$ cat src/sv/meter_map_time_converter_defines.svh
// assertion macros for the meter map time converter
`ifndef METER_MAP_TIME_CONVERTER_DEFINES_SVH
`define METER_MAP_TIME_CONVERTER_DEFINES_SVH

`ifndef SYNTHESIS

`define MMTC_ASSERT_SAME(label, clk, rst, ante, cons) \
   label: assert property (@(posedge clk) disable iff (rst) (ante) |-> (cons)) \
      else $error("mmtc check failed");

`define MMTC_ASSERT_NEXT(label, clk, rst, ante, cons) \
   label: assert property (@(posedge clk) disable iff (rst) (ante) |=> (cons)) \
      else $error("mmtc check failed");

`else

`define MMTC_ASSERT_SAME(label, clk, rst, ante, cons)

`define MMTC_ASSERT_NEXT(label, clk, rst, ante, cons)

`endif

`endif

$ cat src/sv/mmtc_pkg.sv
`timescale 1ns / 1ps

package mmtc_pkg;

   localparam int TABLE_DEPTH_DEF = 16;
   localparam logic [31:0] WHOLE_TICKS = 32'd768;
   localparam logic [31:0] QUARTER_TICKS = WHOLE_TICKS / 4;

   localparam logic [1:0] OP_LOAD = 2'd0;
   localparam logic [1:0] OP_TIME = 2'd1;
   localparam logic [1:0] OP_POS  = 2'd2;

   typedef struct packed {
      logic [31:0] start;
      logic [15:0] bar;
      logic [7:0]  beats;
      logic [7:0]  den;
      logic [7:0]  sub;
   } entry_type;

   localparam entry_type DEFAULT_METER = '{start: 32'd0, bar: 16'd1, beats: 8'd4,
                                           den: 8'd4, sub: 8'd4};

endpackage

$ cat src/sv/meter_map_time_converter.sv
// Meter map time converter. A load item (opcode 0) writes one time-signature entry into the
// table, and its all-zero result passes through the done state into the output register. A
// time-to-position item (opcode 1) and a position-to-time item (opcode 2) first scan the
// table one entry at a time, each through a read state and a compare state (one memory read
// port, registered data), stopping at the first later entry that lies past the query or at
// the number of entries in use. They then run on one shared 32x32 multiplier and one shared
// radix-2 divider. When no entry applies, plain 4/4 is used, and opcode 2 then skips the
// divider. The input is stalled while an item is at work; a finished result waits in the
// output register and the next item may be taken meanwhile. The user must see that
// entries_in_use is written only while the block is idle; the block does not enforce it.
`timescale 1ns / 1ps

`include "meter_map_time_converter_defines.svh"

module meter_map_time_converter
   import mmtc_pkg::*;
#(
   parameter int TABLE_DEPTH = TABLE_DEPTH_DEF
) (
   input  logic        clock,
   input  logic        reset,
   input  logic        req_valid,
   output logic        req_stall,
   input  logic [1:0]  req_opcode,
   input  logic [3:0]  req_entry_index,
   input  logic [31:0] req_entry_start_time,
   input  logic [15:0] req_entry_start_bar,
   input  logic [7:0]  req_entry_beats,
   input  logic [7:0]  req_entry_denominator,
   input  logic [7:0]  req_entry_subdivisions,
   input  logic [31:0] req_query_time,
   input  logic [15:0] req_query_bar,
   input  logic [7:0]  req_query_beat,
   input  logic [7:0]  req_query_tick,
   output logic        rsp_valid,
   input  logic        rsp_stall,
   output logic [15:0] rsp_bar_number,
   output logic [15:0] rsp_beat_number,
   output logic [31:0] rsp_tick_in_beat,
   output logic [31:0] rsp_ticks_per_beat,
   output logic [31:0] rsp_next_beat_time,
   output logic [7:0]  rsp_subdivisions,
   output logic [7:0]  rsp_beats_in_bar,
   output logic [31:0] rsp_time_result,
   input  logic        csr_valid,
   output logic        csr_ready,
   input  logic [4:0]  csr_entries_in_use
);

   localparam int AW = (TABLE_DEPTH > 1) ? $clog2(TABLE_DEPTH) : 1;
   localparam int CW = $clog2(TABLE_DEPTH + 1);

   typedef enum logic [20:0] {
      S_IDLE   = 21'h000001,
      S_READ   = 21'h000002,
      S_COMP   = 21'h000004,
      S_DIV    = 21'h000008,
      S_T_PB   = 21'h000010,
      S_T_PBAR = 21'h000020,
      S_T_Q1   = 21'h000040,
      S_T_Q2   = 21'h000080,
      S_T_BEAT = 21'h000100,
      S_T_LATE = 21'h000200,
      S_T_FIN  = 21'h000400,
      S_B_REL  = 21'h000800,
      S_B_X    = 21'h001000,
      S_B_D    = 21'h002000,
      S_B_T    = 21'h004000,
      S_B_D2   = 21'h008000,
      S_B_FIN  = 21'h010000,
      S_B_DEF  = 21'h020000,
      S_B_DEF2 = 21'h040000,
      S_B_DEF3 = 21'h080000,
      S_DONE   = 21'h100000
   } state_type;

   entry_type mem [TABLE_DEPTH];
   entry_type rd_ff;

   state_type state_ff, state_in, ret_ff, ret_in;
   logic [4:0]    cfg_ff;
   logic [1:0]    op_ff, op_in;
   logic [31:0]   tm_ff, tm_in;
   logic [15:0]   qbar_ff, qbar_in;
   logic [7:0]    qbeat_ff, qbeat_in;
   logic [7:0]    qtick_ff, qtick_in;
   logic [CW-1:0] live_ff, live_in;
   logic [AW-1:0] idx_ff, idx_in;
   logic          found_ff, found_in;
   entry_type     m_ff, m_in;
   logic [31:0]   per_beat_ff, per_beat_in;
   logic [31:0]   per_bar_ff, per_bar_in;
   logic [15:0]   bar_ff, bar_in;
   logic [15:0]   beat_ff, beat_in;
   logic [31:0]   tick_ff, tick_in;
   logic [31:0]   t1_ff, t1_in;
   logic [31:0]   t2_ff, t2_in;
   logic [31:0]   later_ff, later_in;
   logic [31:0]   time_ff, time_in;

   logic [31:0]   div_rem_ff, div_rem_in;
   logic [31:0]   div_quo_ff, div_quo_in;
   logic [31:0]   div_den_ff, div_den_in;
   logic          div_zero_ff, div_zero_in;
   logic [5:0]    div_cnt_ff, div_cnt_in;
   logic [31:0]   div_q, div_r;
   logic [33:0]   div_diff;

   logic [31:0]   mul_a, mul_b, mul_p;

   logic          rsp_valid_ff, rsp_valid_in;
   logic [15:0]   o_bar_ff, o_beat_ff;
   logic [31:0]   o_tick_ff, o_pb_ff, o_next_ff, o_time_ff;
   logic [7:0]    o_sub_ff, o_beats_ff;
   logic          load_out;

   logic          accept, key_le, more, found_now;
   logic [31:0]   n_req;

   assign accept    = req_valid && !req_stall;
   assign req_stall = (state_ff != S_IDLE);
   assign csr_ready = 1'b1;

   assign div_q    = div_zero_ff ? 32'd0 : div_quo_ff;
   assign div_r    = div_rem_ff;
   assign div_diff = {1'b0, div_rem_ff, div_quo_ff[31]} - {2'b00, div_den_ff};
   assign mul_p    = mul_a * mul_b;

   assign n_req = 32'(cfg_ff);
   assign key_le = (op_ff == OP_TIME) ? (rd_ff.start <= tm_ff) : (rd_ff.bar <= qbar_ff);
   assign more = (idx_ff == '0 || key_le) &&
                 ((CW'(idx_ff) + CW'(1)) < live_ff);
   assign found_now = key_le || ((idx_ff != '0) && found_ff);

   // shared multiplier operand selection
   always_comb begin
      mul_a = 32'd0;
      mul_b = 32'd0;
      unique case (state_ff)
         S_T_PBAR: begin
            mul_a = div_q;
            mul_b = {24'd0, m_ff.beats};
         end
         S_T_BEAT: begin
            mul_a = {16'd0, bar_ff} - {16'd0, m_ff.bar};
            mul_b = per_bar_ff;
         end
         S_T_LATE: begin
            mul_a = per_beat_ff;
            mul_b = {16'd0, beat_ff};
         end
         S_B_REL: begin
            mul_a = {16'd0, qbar_ff - m_ff.bar};
            mul_b = WHOLE_TICKS;
         end
         S_B_X: begin
            mul_a = t1_ff;
            mul_b = {24'd0, m_ff.beats};
         end
         S_B_T, S_B_DEF2: begin
            mul_a = {24'd0, qbeat_ff} - 32'd1;
            mul_b = WHOLE_TICKS;
         end
         S_B_DEF: begin
            mul_a = {16'd0, qbar_ff} - 32'd1;
            mul_b = WHOLE_TICKS;
         end
         S_IDLE, S_READ, S_COMP, S_DIV, S_T_PB, S_T_Q1, S_T_Q2, S_T_FIN,
         S_B_D, S_B_D2, S_B_FIN, S_B_DEF3, S_DONE: begin
            mul_a = 32'd0;
         end
         default: begin
            mul_a = 32'd0;
         end
      endcase
   end

   always_comb begin
      state_in    = state_ff;
      ret_in      = ret_ff;
      op_in       = op_ff;
      tm_in       = tm_ff;
      qbar_in     = qbar_ff;
      qbeat_in    = qbeat_ff;
      qtick_in    = qtick_ff;
      live_in     = live_ff;
      idx_in      = idx_ff;
      found_in    = found_ff;
      m_in        = m_ff;
      per_beat_in = per_beat_ff;
      per_bar_in  = per_bar_ff;
      bar_in      = bar_ff;
      beat_in     = beat_ff;
      tick_in     = tick_ff;
      t1_in       = t1_ff;
      t2_in       = t2_ff;
      later_in    = later_ff;
      time_in     = time_ff;
      div_rem_in  = div_rem_ff;
      div_quo_in  = div_quo_ff;
      div_den_in  = div_den_ff;
      div_zero_in = div_zero_ff;
      div_cnt_in  = div_cnt_ff;
      load_out    = 1'b0;

      unique case (state_ff)
         S_IDLE: begin
            if (accept) begin
               op_in    = req_opcode;
               tm_in    = req_query_time;
               qbar_in  = req_query_bar;
               qbeat_in = req_query_beat;
               qtick_in = req_query_tick;
               idx_in   = '0;
               found_in = 1'b0;
               live_in  = (n_req > 32'(TABLE_DEPTH)) ? CW'(TABLE_DEPTH) : CW'(cfg_ff);
               m_in     = DEFAULT_METER;
               if (req_opcode == OP_TIME || req_opcode == OP_POS) begin
                  if (((n_req > 32'(TABLE_DEPTH)) ? 32'(TABLE_DEPTH) : n_req) != 32'd0) begin
                     state_in = S_READ;
                  end else if (req_opcode == OP_TIME) begin
                     state_in = S_T_PB;
                  end else begin
                     state_in = S_B_DEF;
                  end
               end else begin
                  state_in = S_DONE;
               end
            end
         end
         S_READ: begin
            state_in = S_COMP;
         end
         S_COMP: begin
            if (idx_ff == '0 || key_le) begin
               m_in = rd_ff;
            end
            found_in = found_now;
            if (more) begin
               idx_in   = AW'(CW'(idx_ff) + CW'(1));
               state_in = S_READ;
            end else begin
               if (!found_now) begin
                  m_in = DEFAULT_METER;
               end
               if (op_ff == OP_TIME) begin
                  state_in = S_T_PB;
               end else if (found_now) begin
                  state_in = S_B_REL;
               end else begin
                  state_in = S_B_DEF;
               end
            end
         end
         S_DIV: begin
            // one quotient bit per cycle, restoring
            if (!div_diff[33]) begin
               div_rem_in = div_diff[31:0];
               div_quo_in = {div_quo_ff[30:0], 1'b1};
            end else begin
               div_rem_in = {div_rem_ff[30:0], div_quo_ff[31]};
               div_quo_in = {div_quo_ff[30:0], 1'b0};
            end
            div_cnt_in = div_cnt_ff - 6'd1;
            if (div_cnt_ff == 6'd1) begin
               state_in = ret_ff;
            end
         end
         S_T_PB: begin
            div_rem_in  = 32'd0;
            div_quo_in  = WHOLE_TICKS;
            div_den_in  = {24'd0, m_ff.den};
            div_zero_in = (m_ff.den == 8'd0);
            div_cnt_in  = 6'd32;
            ret_in      = S_T_PBAR;
            state_in    = S_DIV;
         end
         S_T_PBAR: begin
            per_beat_in = div_q;
            per_bar_in  = mul_p;
            state_in    = S_T_Q1;
         end
         S_T_Q1: begin
            div_rem_in  = 32'd0;
            div_quo_in  = tm_ff - m_ff.start;
            div_den_in  = per_bar_ff;
            div_zero_in = (per_bar_ff == 32'd0);
            div_cnt_in  = 6'd32;
            ret_in      = S_T_Q2;
            state_in    = S_DIV;
         end
         S_T_Q2: begin
            bar_in      = m_ff.bar + div_q[15:0];
            div_rem_in  = 32'd0;
            div_quo_in  = div_r;
            div_den_in  = per_beat_ff;
            div_zero_in = (per_beat_ff == 32'd0);
            div_cnt_in  = 6'd32;
            ret_in      = S_T_BEAT;
            state_in    = S_DIV;
         end
         S_T_BEAT: begin
            beat_in  = div_q[15:0] + 16'd1;
            tick_in  = div_r;
            t1_in    = mul_p;
            state_in = S_T_LATE;
         end
         S_T_LATE: begin
            t2_in    = mul_p;
            state_in = S_T_FIN;
         end
         S_T_FIN: begin
            later_in = m_ff.start + t1_ff + t2_ff;
            state_in = S_DONE;
         end
         S_B_REL: begin
            t1_in    = mul_p;
            state_in = S_B_X;
         end
         S_B_X: begin
            t1_in    = mul_p;
            state_in = S_B_D;
         end
         S_B_D: begin
            div_rem_in  = 32'd0;
            div_quo_in  = t1_ff;
            div_den_in  = {24'd0, m_ff.den};
            div_zero_in = (m_ff.den == 8'd0);
            div_cnt_in  = 6'd32;
            ret_in      = S_B_T;
            state_in    = S_DIV;
         end
         S_B_T: begin
            t2_in = m_ff.start + div_q;
            t1_in = mul_p;
            // beat zero steps back one beat instead
            div_rem_in  = 32'd0;
            div_quo_in  = (qbeat_ff == 8'd0) ? WHOLE_TICKS : mul_p;
            div_den_in  = {24'd0, m_ff.den};
            div_zero_in = (m_ff.den == 8'd0);
            div_cnt_in  = 6'd32;
            ret_in      = S_B_FIN;
            state_in    = S_B_D2;
         end
         S_B_D2: begin
            state_in = S_DIV;
         end
         S_B_FIN: begin
            time_in  = ((qbeat_ff == 8'd0) ? (t2_ff - div_q) : (t2_ff + div_q)) +
                       {24'd0, qtick_ff};
            state_in = S_DONE;
         end
         S_B_DEF: begin
            t2_in    = mul_p;
            state_in = S_B_DEF2;
         end
         S_B_DEF2: begin
            t1_in    = mul_p;
            state_in = S_B_DEF3;
         end
         S_B_DEF3: begin
            time_in  = ((qbeat_ff == 8'd0) ? (t2_ff - QUARTER_TICKS) :
                        (t2_ff + {2'b00, t1_ff[31:2]})) + {24'd0, qtick_ff};
            state_in = S_DONE;
         end
         S_DONE: begin
            if (!rsp_valid_ff || !rsp_stall) begin
               load_out = 1'b1;
               state_in = S_IDLE;
            end
         end
         default: begin
            state_in = S_IDLE;
         end
      endcase
   end

   assign rsp_valid_in = load_out || (rsp_valid_ff && rsp_stall);

   always_ff @(posedge clock) begin
      if (reset) begin
         state_ff     <= S_IDLE;
         ret_ff       <= S_IDLE;
         cfg_ff       <= 5'd0;
         rsp_valid_ff <= 1'b0;
         div_cnt_ff   <= 6'd0;
         live_ff      <= '0;
         idx_ff       <= '0;
         found_ff     <= 1'b0;
         op_ff        <= OP_LOAD;
      end else begin
         state_ff     <= state_in;
         ret_ff       <= ret_in;
         rsp_valid_ff <= rsp_valid_in;
         div_cnt_ff   <= div_cnt_in;
         live_ff      <= live_in;
         idx_ff       <= idx_in;
         found_ff     <= found_in;
         op_ff        <= op_in;
         if (csr_valid && csr_ready) begin
            cfg_ff <= csr_entries_in_use;
         end
      end
   end

   always_ff @(posedge clock) begin
      tm_ff       <= tm_in;
      qbar_ff     <= qbar_in;
      qbeat_ff    <= qbeat_in;
      qtick_ff    <= qtick_in;
      m_ff        <= m_in;
      per_beat_ff <= per_beat_in;
      per_bar_ff  <= per_bar_in;
      bar_ff      <= bar_in;
      beat_ff     <= beat_in;
      tick_ff     <= tick_in;
      t1_ff       <= t1_in;
      t2_ff       <= t2_in;
      later_ff    <= later_in;
      time_ff     <= time_in;
      div_rem_ff  <= div_rem_in;
      div_quo_ff  <= div_quo_in;
      div_den_ff  <= div_den_in;
      div_zero_ff <= div_zero_in;
      if (load_out) begin
         o_bar_ff   <= (op_ff == OP_TIME) ? bar_ff : 16'd0;
         o_beat_ff  <= (op_ff == OP_TIME) ? beat_ff : 16'd0;
         o_tick_ff  <= (op_ff == OP_TIME) ? tick_ff : 32'd0;
         o_pb_ff    <= (op_ff == OP_TIME) ? per_beat_ff : 32'd0;
         o_next_ff  <= (op_ff == OP_TIME) ? later_ff : 32'd0;
         o_sub_ff   <= (op_ff == OP_TIME) ? m_ff.sub : 8'd0;
         o_beats_ff <= (op_ff == OP_TIME) ? m_ff.beats : 8'd0;
         o_time_ff  <= (op_ff == OP_POS) ? time_ff : 32'd0;
      end
   end

   // signature table
   always_ff @(posedge clock) begin
      if (accept && req_opcode == OP_LOAD && 32'(req_entry_index) < 32'(TABLE_DEPTH)) begin
         mem[AW'(req_entry_index)] <= '{start: req_entry_start_time,
                                        bar: req_entry_start_bar,
                                        beats: req_entry_beats,
                                        den: req_entry_denominator,
                                        sub: req_entry_subdivisions};
      end
      if (state_ff == S_READ) begin
         rd_ff <= mem[idx_ff];
      end
   end

   assign rsp_valid          = rsp_valid_ff;
   assign rsp_bar_number     = o_bar_ff;
   assign rsp_beat_number    = o_beat_ff;
   assign rsp_tick_in_beat   = o_tick_ff;
   assign rsp_ticks_per_beat = o_pb_ff;
   assign rsp_next_beat_time = o_next_ff;
   assign rsp_subdivisions   = o_sub_ff;
   assign rsp_beats_in_bar   = o_beats_ff;
   assign rsp_time_result    = o_time_ff;

   `MMTC_ASSERT_NEXT(a_accept_leaves_idle, clock, reset, accept, state_ff != S_IDLE)
   `MMTC_ASSERT_SAME(a_div_count_live, clock, reset, state_ff == S_DIV, div_cnt_ff != 6'd0)
   `MMTC_ASSERT_SAME(a_scan_in_range, clock, reset, state_ff == S_COMP, CW'(idx_ff) < live_ff)

endmodule

$ cat config.mk
export PLATFORM = sky130hd
export DESIGN_NAME = meter_map_time_converter
export DESIGN_NICKNAME = d
export VERILOG_FILES = /design/src/sv/mmtc_pkg.sv /design/src/sv/meter_map_time_converter.sv
export VERILOG_INCLUDE_DIRS = /design/src /design/src/sv
export SDC_FILE = /design/constraint.sdc
export NUM_CORES = 2
export LEC_CHECK = 0
export BUFFER_PORTS_ARGS = -buffer_cell sky130_fd_sc_hd__buf_2
export CORE_ASPECT_RATIO = 2
export CORE_MARGIN = 10
export CORE_UTILIZATION = 30
export DETAILED_ROUTE_END_ITERATION = 8
export PLACE_DENSITY_LB_ADDON = 0.25
export SYNTH_ARGS = -nofsm -noshare
export SYNTH_HDL_FRONTEND = slang
export SYNTH_SLANG_ARGS = --single-unit
$ cat constraint.sdc
create_clock -name clock -period 19 [get_ports clock]
set_input_delay 1.9 -clock clock [delete_from_list [all_inputs] [get_ports clock]]
set_output_delay 1.9 -clock clock [all_outputs]
set_load 0.02 [all_outputs]
==> impl_results.rst <==
.. list-table::
   :header-rows: 1

   * - Metric
     - Value
   * - Registers with the most flip-flops
     - mem x1152, m_ff x72, rd_ff x72
   * - Antenna violations before repair
     - 91
   * - Fraction of final layout cells with drive strength greater than 1
     - 15.7%
   * - Hold path cells
     - 2
   * - CP required
     - 19.76 ns
   * - Most frequent CP cell
     - fa_1
   * - Count of input and output buffers
     - 329
   * - Worst-path fanout max
     - 35
   * - Cells taking the most area after synthesis
     - edfxtp_1, fa_1, mux4_2, ha_1, nor2_1
   * - Number of synthesized register bits
     - 1940
   * - Root buffer cell
     - clkbuf_16
   * - Final WS setup
     - 5.99 ns
   * - Fill cell count
     - 34823
   * - Post-synthesis cell count
     - 8073
   * - H-tree Lvls
     - 4
   * - Synth top area share
     - 53.1%
   * - Max rail drop VDD
     - 0.0000667 V
   * - Switching part of the total
     - 23.4%
   * - Vias in the first global route
     - 74666
   * - Synthesis-to-layout area growth
     - 13.8%
   * - Area used by multi-input combinational logic
     - 45300 um2
   * - Gates resized, CTS repair
     - 0
   * - Die span in y
     - 864 um
   * - Type of element capturing the critical path
     - flop
   * - Maximum clock insertion buffer count
     - 4
   * - Maximum number of pins on one net before global-route repair
     - 97
   * - Number of setup violations in the final report
     - 0
   * - ANT nets after route
     - 0
   * - Endpoint of the most critical register-to-register path
     - t2_ff[31]$_DFFE_PP_
   * - Fin Setup TNS
     - 0 ns
   * - Maximum clock skew at final layout
     - 0.126 ns
   * - Post-detailed-route via-to-cell ratio
     - 5.33
   * - Switching power
     - 0.00217 W
   * - Last weighted congestion value of the routability-driven placer
     - 1.01
   * - Startpoint of the worst-slack reg-to-reg timing path
     - state_ff[12]$_SDFFE_PP0P_
   * - Floorplan die area
     - 382000 um2
   * - Slew margin rel.
     - -12.7%
   * - WL met2
     - 217 mm
   * - Seq pwr share
     - 51.6%
   * - Met3 Wirelength
     - 25.1 mm
   * - I/O pin count
     - 331
   * - DR pass1 iterations
     - 7
   * - CP Launch Point
     - state_ff[12]$_SDFFE_PP0P_
   * - Count of buffers added by post-CTS timing repair for setup
     - 0
   * - MaxCap Viol Count
     - 0
   * - Number of enable flip-flop cells after synthesis
     - 1889
   * - Max FFs per register
     - 1152
   * - Worst-path cell with the longest stage delay
     - a222oi_1
   * - Top reg by flops
     - mem
   * - Max-slew violations
     - 2
   * - Ys flop type
     - edfxtp_1
   * - Data arrival time of the critical path
     - 13.77 ns
   * - Highest Signal Layer
     - met5
   * - Endpoint with the worst hold slack
     - live_ff[2]$_SDFFE_PP0P_
   * - Wire per inst
     - 32.2 um
   * - Slew at the pin closest to its max-slew limit
     - 1.69 ns
   * - Number of endpoints with negative hold slack in the final report
     - 0
   * - Violations in the final reports
     - max-slew violations
   * - Static leakage
     - 44.0 nW
   * - Power share of the combinational group
     - 6.2%
   * - Clock latency at the later pin of the worst-skew pair
     - 0.94 ns
   * - Proportion of synthesized flip-flops having asynchronous set or reset
     - 0%
   * - Result of the run
     - complete, but fails checks
   * - Sequential element share of the synthesized area
     - 54.1%
   * - Number of different library cells in the post-synthesis netlist
     - 99
   * - Mean Syn Cell Area
     - 13.2 um2
   * - CP peak stage delay
     - 1.34 ns
   * - Total GRT Usage
     - 22.0%
   * - CTS clock-pin slew for the worst setup and hold paths
     - 0.07 ns
   * - Overall routed net length
     - 430 mm
   * - TritonCTS clock tree
     - done
   * - Global-route wire length before repair
     - 593 mm
   * - Critical path startpoint category
     - flop
   * - Layout Nets
     - 9531
   * - RSZ-0062 raised after global routing
     - false
   * - HPWL after detailed placement
     - 318 mm
   * - Time the final worst path needs with I/O delays and setup
     - 13.01 ns
   * - Top cell type by total area after synthesis
     - edfxtp_1
   * - Number of clock buffers inserted by TritonCTS
     - 189
   * - Core area
     - 354000 um2
   * - Synth Net Count
     - 9100
   * - Worst Hold Class
     - reg -> reg
   * - Clock network power share
     - 42.2%
   * - Total number of vias
     - 71170
   * - Critical hold path startpoint
     - live_ff[2]$_SDFFE_PP0P_
   * - Fin crit share
     - 68.5%
   * - Mapped Area
     - 107000 um2
   * - Cell internal power dissipation
     - 0.00712 W
   * - Global-route congestion overflow total
     - 0
   * - Die boundary width
     - 442 um
   * - Maximum frequency from static timing analysis
     - 0.0769 GHz
   * - Setup WS pre-CTS
     - 6.27 ns
   * - P per Cell Area
     - 76.5 nW/um2
   * - FF-to-FF path depth
     - 30
   * - Count of synthesis-stage warnings from yosys
     - 0
   * - Metal-1 WL
     - 142 mm
   * - CTS Sinks
     - 1940
   * - CTS Hold Bufs
     - 0
   * - Storage element area
     - 57800 um2
   * - Category of the critical setup timing path
     - reg -> reg
   * - DR iter-0 viols
     - 6314
   * - DRC errors left
     - 0
   * - Initial core utilization
     - 30.1%
   * - Total number of placement rows
     - 309
   * - Reg2Reg Setup Slack
     - 5.99 ns
power groups by stage:
stage	logic [W]	registers [W]	clock network, W
floorplan	0.000329	0.00486	0
global placement	0.000561	0.00489	0
detailed placement	0.000571	0.00489	0
CTS	0.000575	0.00479	0.00403
global route	0.000624	0.00479	0.00417
finish	0.000576	0.00479	0.00392
per-layer routing:
| layer | vias to the layer above | GRT usage, % |
|---|---|---|
| li1 | 30407 | - |
| met1 | 36463 | 22.1 |
| met2 | 2925 | 38.9 |
| met3 | 1325 | 4.39 |
| met4 | 50 | 18.4 |
| met5 | - | 0 |
placed cells by master (no fill, tap or decap), drive strengths merged, types with 23 or more instances in the layout:
cell	n
nor4	56
o21a	54
buf	581
and3	41
edfxtp	1889
a21boi	34
nand2b	88
a221oi	23
o211ai	31
mux4	360
diode	37
nor3	86
ha	426
or2	32
a31oi	33
a222oi	63
inv	743
nor2b	64
xnor2	251
dfxtp	51
o31ai	32
a21oi	374
o21ai	224
and2	227
a211oi	41
o21bai	29
clkinv	78
a22oi	51
fa	449
clkbuf	210
mux2i	43
xor2	116
nand3	130
a21o	89
bufinv	27
or3	43
nor2	744
nand2	510
nand4	49
critical path, delay by kind of cell (launching register included):
kind | cells | cell delay [ns]
mux | 1 | 0.26
flops | 1 | 0.49
simple gates | 5 | 2.48
compound gates | 1 | 1.34
xor+xnor | 11 | 3.70
buf+inv | 4 | 0.78
fa+ha+maj | 8 | 3.76
worst max-delay path by stage:
stage | cells after the start | endpoint
2_1_floorplan | 39 | t2_ff[31]$_DFFE_PP_
5_1_grt | 32 | t2_ff[31]$_DFFE_PP_
4_1_cts | 32 | t2_ff[31]$_DFFE_PP_
6_report | 30 | t2_ff[31]$_DFFE_PP_
3_5_place_dp | 32 | t2_ff[31]$_DFFE_PP_
3_3_place_gp | 35 | t2_ff[31]$_DFFE_PP_
cell families (layout without fill, tap and decap cells):
family                   count (synthesis)  after routing  synth area share (%)
AND/OR/NAND/NOR                       2158           2158                  9.69
flip-flops                            1940           1940                  54.1
AO/OA/AOI/OAI                         1238           1238                  7.70
buffers and inverters                 1077           1648                  3.84
adder cells (fa/ha/maj)                875            875                  13.4
multiplexers                           407            407                  8.04
XOR/XNOR                               377            377                  3.22
other                                    1             38               0.00351
stage by stage:
step | hold slack, ns | area, um2 | power, W | cells | util, %
floorplan | 0.418 | 107000 | 0.00519 | 8073 | -
global placement | 0.434 | 115000 | 0.00545 | 12969 | 32.5
detailed placement | 0.447 | 115000 | 0.00546 | 12975 | 32.5
CTS | 0.456 | 121000 | 0.00940 | 13306 | 34.3
global route | 0.484 | 121000 | 0.00959 | 13315 | 34.3
finish | 0.457 | 121000 | 0.00930 | 13346 | 34.3
cell usage after synthesis (16+ instances only):
master / instances
edfxtp_1: 1889
nor2_1: 742
inv_1: 732
nand2_1: 510
fa_1: 449
ha_1: 426
a21oi_1: 374
mux4_2: 360
clkbuf_1: 276
xnor2_1: 251
and2_1: 226
o21ai_0: 219
nand3_1: 129
xor2_1: 116
a21o_1: 89
nand2b_1: 87
nor3_1: 85
nor2b_1: 64
a222oi_1: 63
o21a_1: 54
nor4_1: 52
dfxtp_1: 51
a22oi_1: 50
nand4_1: 48
buf_1: 43
mux2i_1: 43
or3_1: 43
a211oi_1: 41
and3_1: 41
a21boi_0: 34
a31oi_1: 32
o31ai_1: 32
or2_2: 32
o211ai_1: 30
o21bai_1: 29
a221oi_1: 23
nand3b_1: 18
o2111ai_1: 16
layout make-up:
cell class                 count  share of cell area (%)
tap                         4665                    4.81
inverter                     736                    2.28
antenna                       37                  0.0762
clock inverter               121                    1.12
timing repair buffer         581                    2.94
sequential                  1940                    47.6
clock buffer                 210                    3.96
multi-input combinational   5056                    37.3
(Power assumes the default switching activity.)
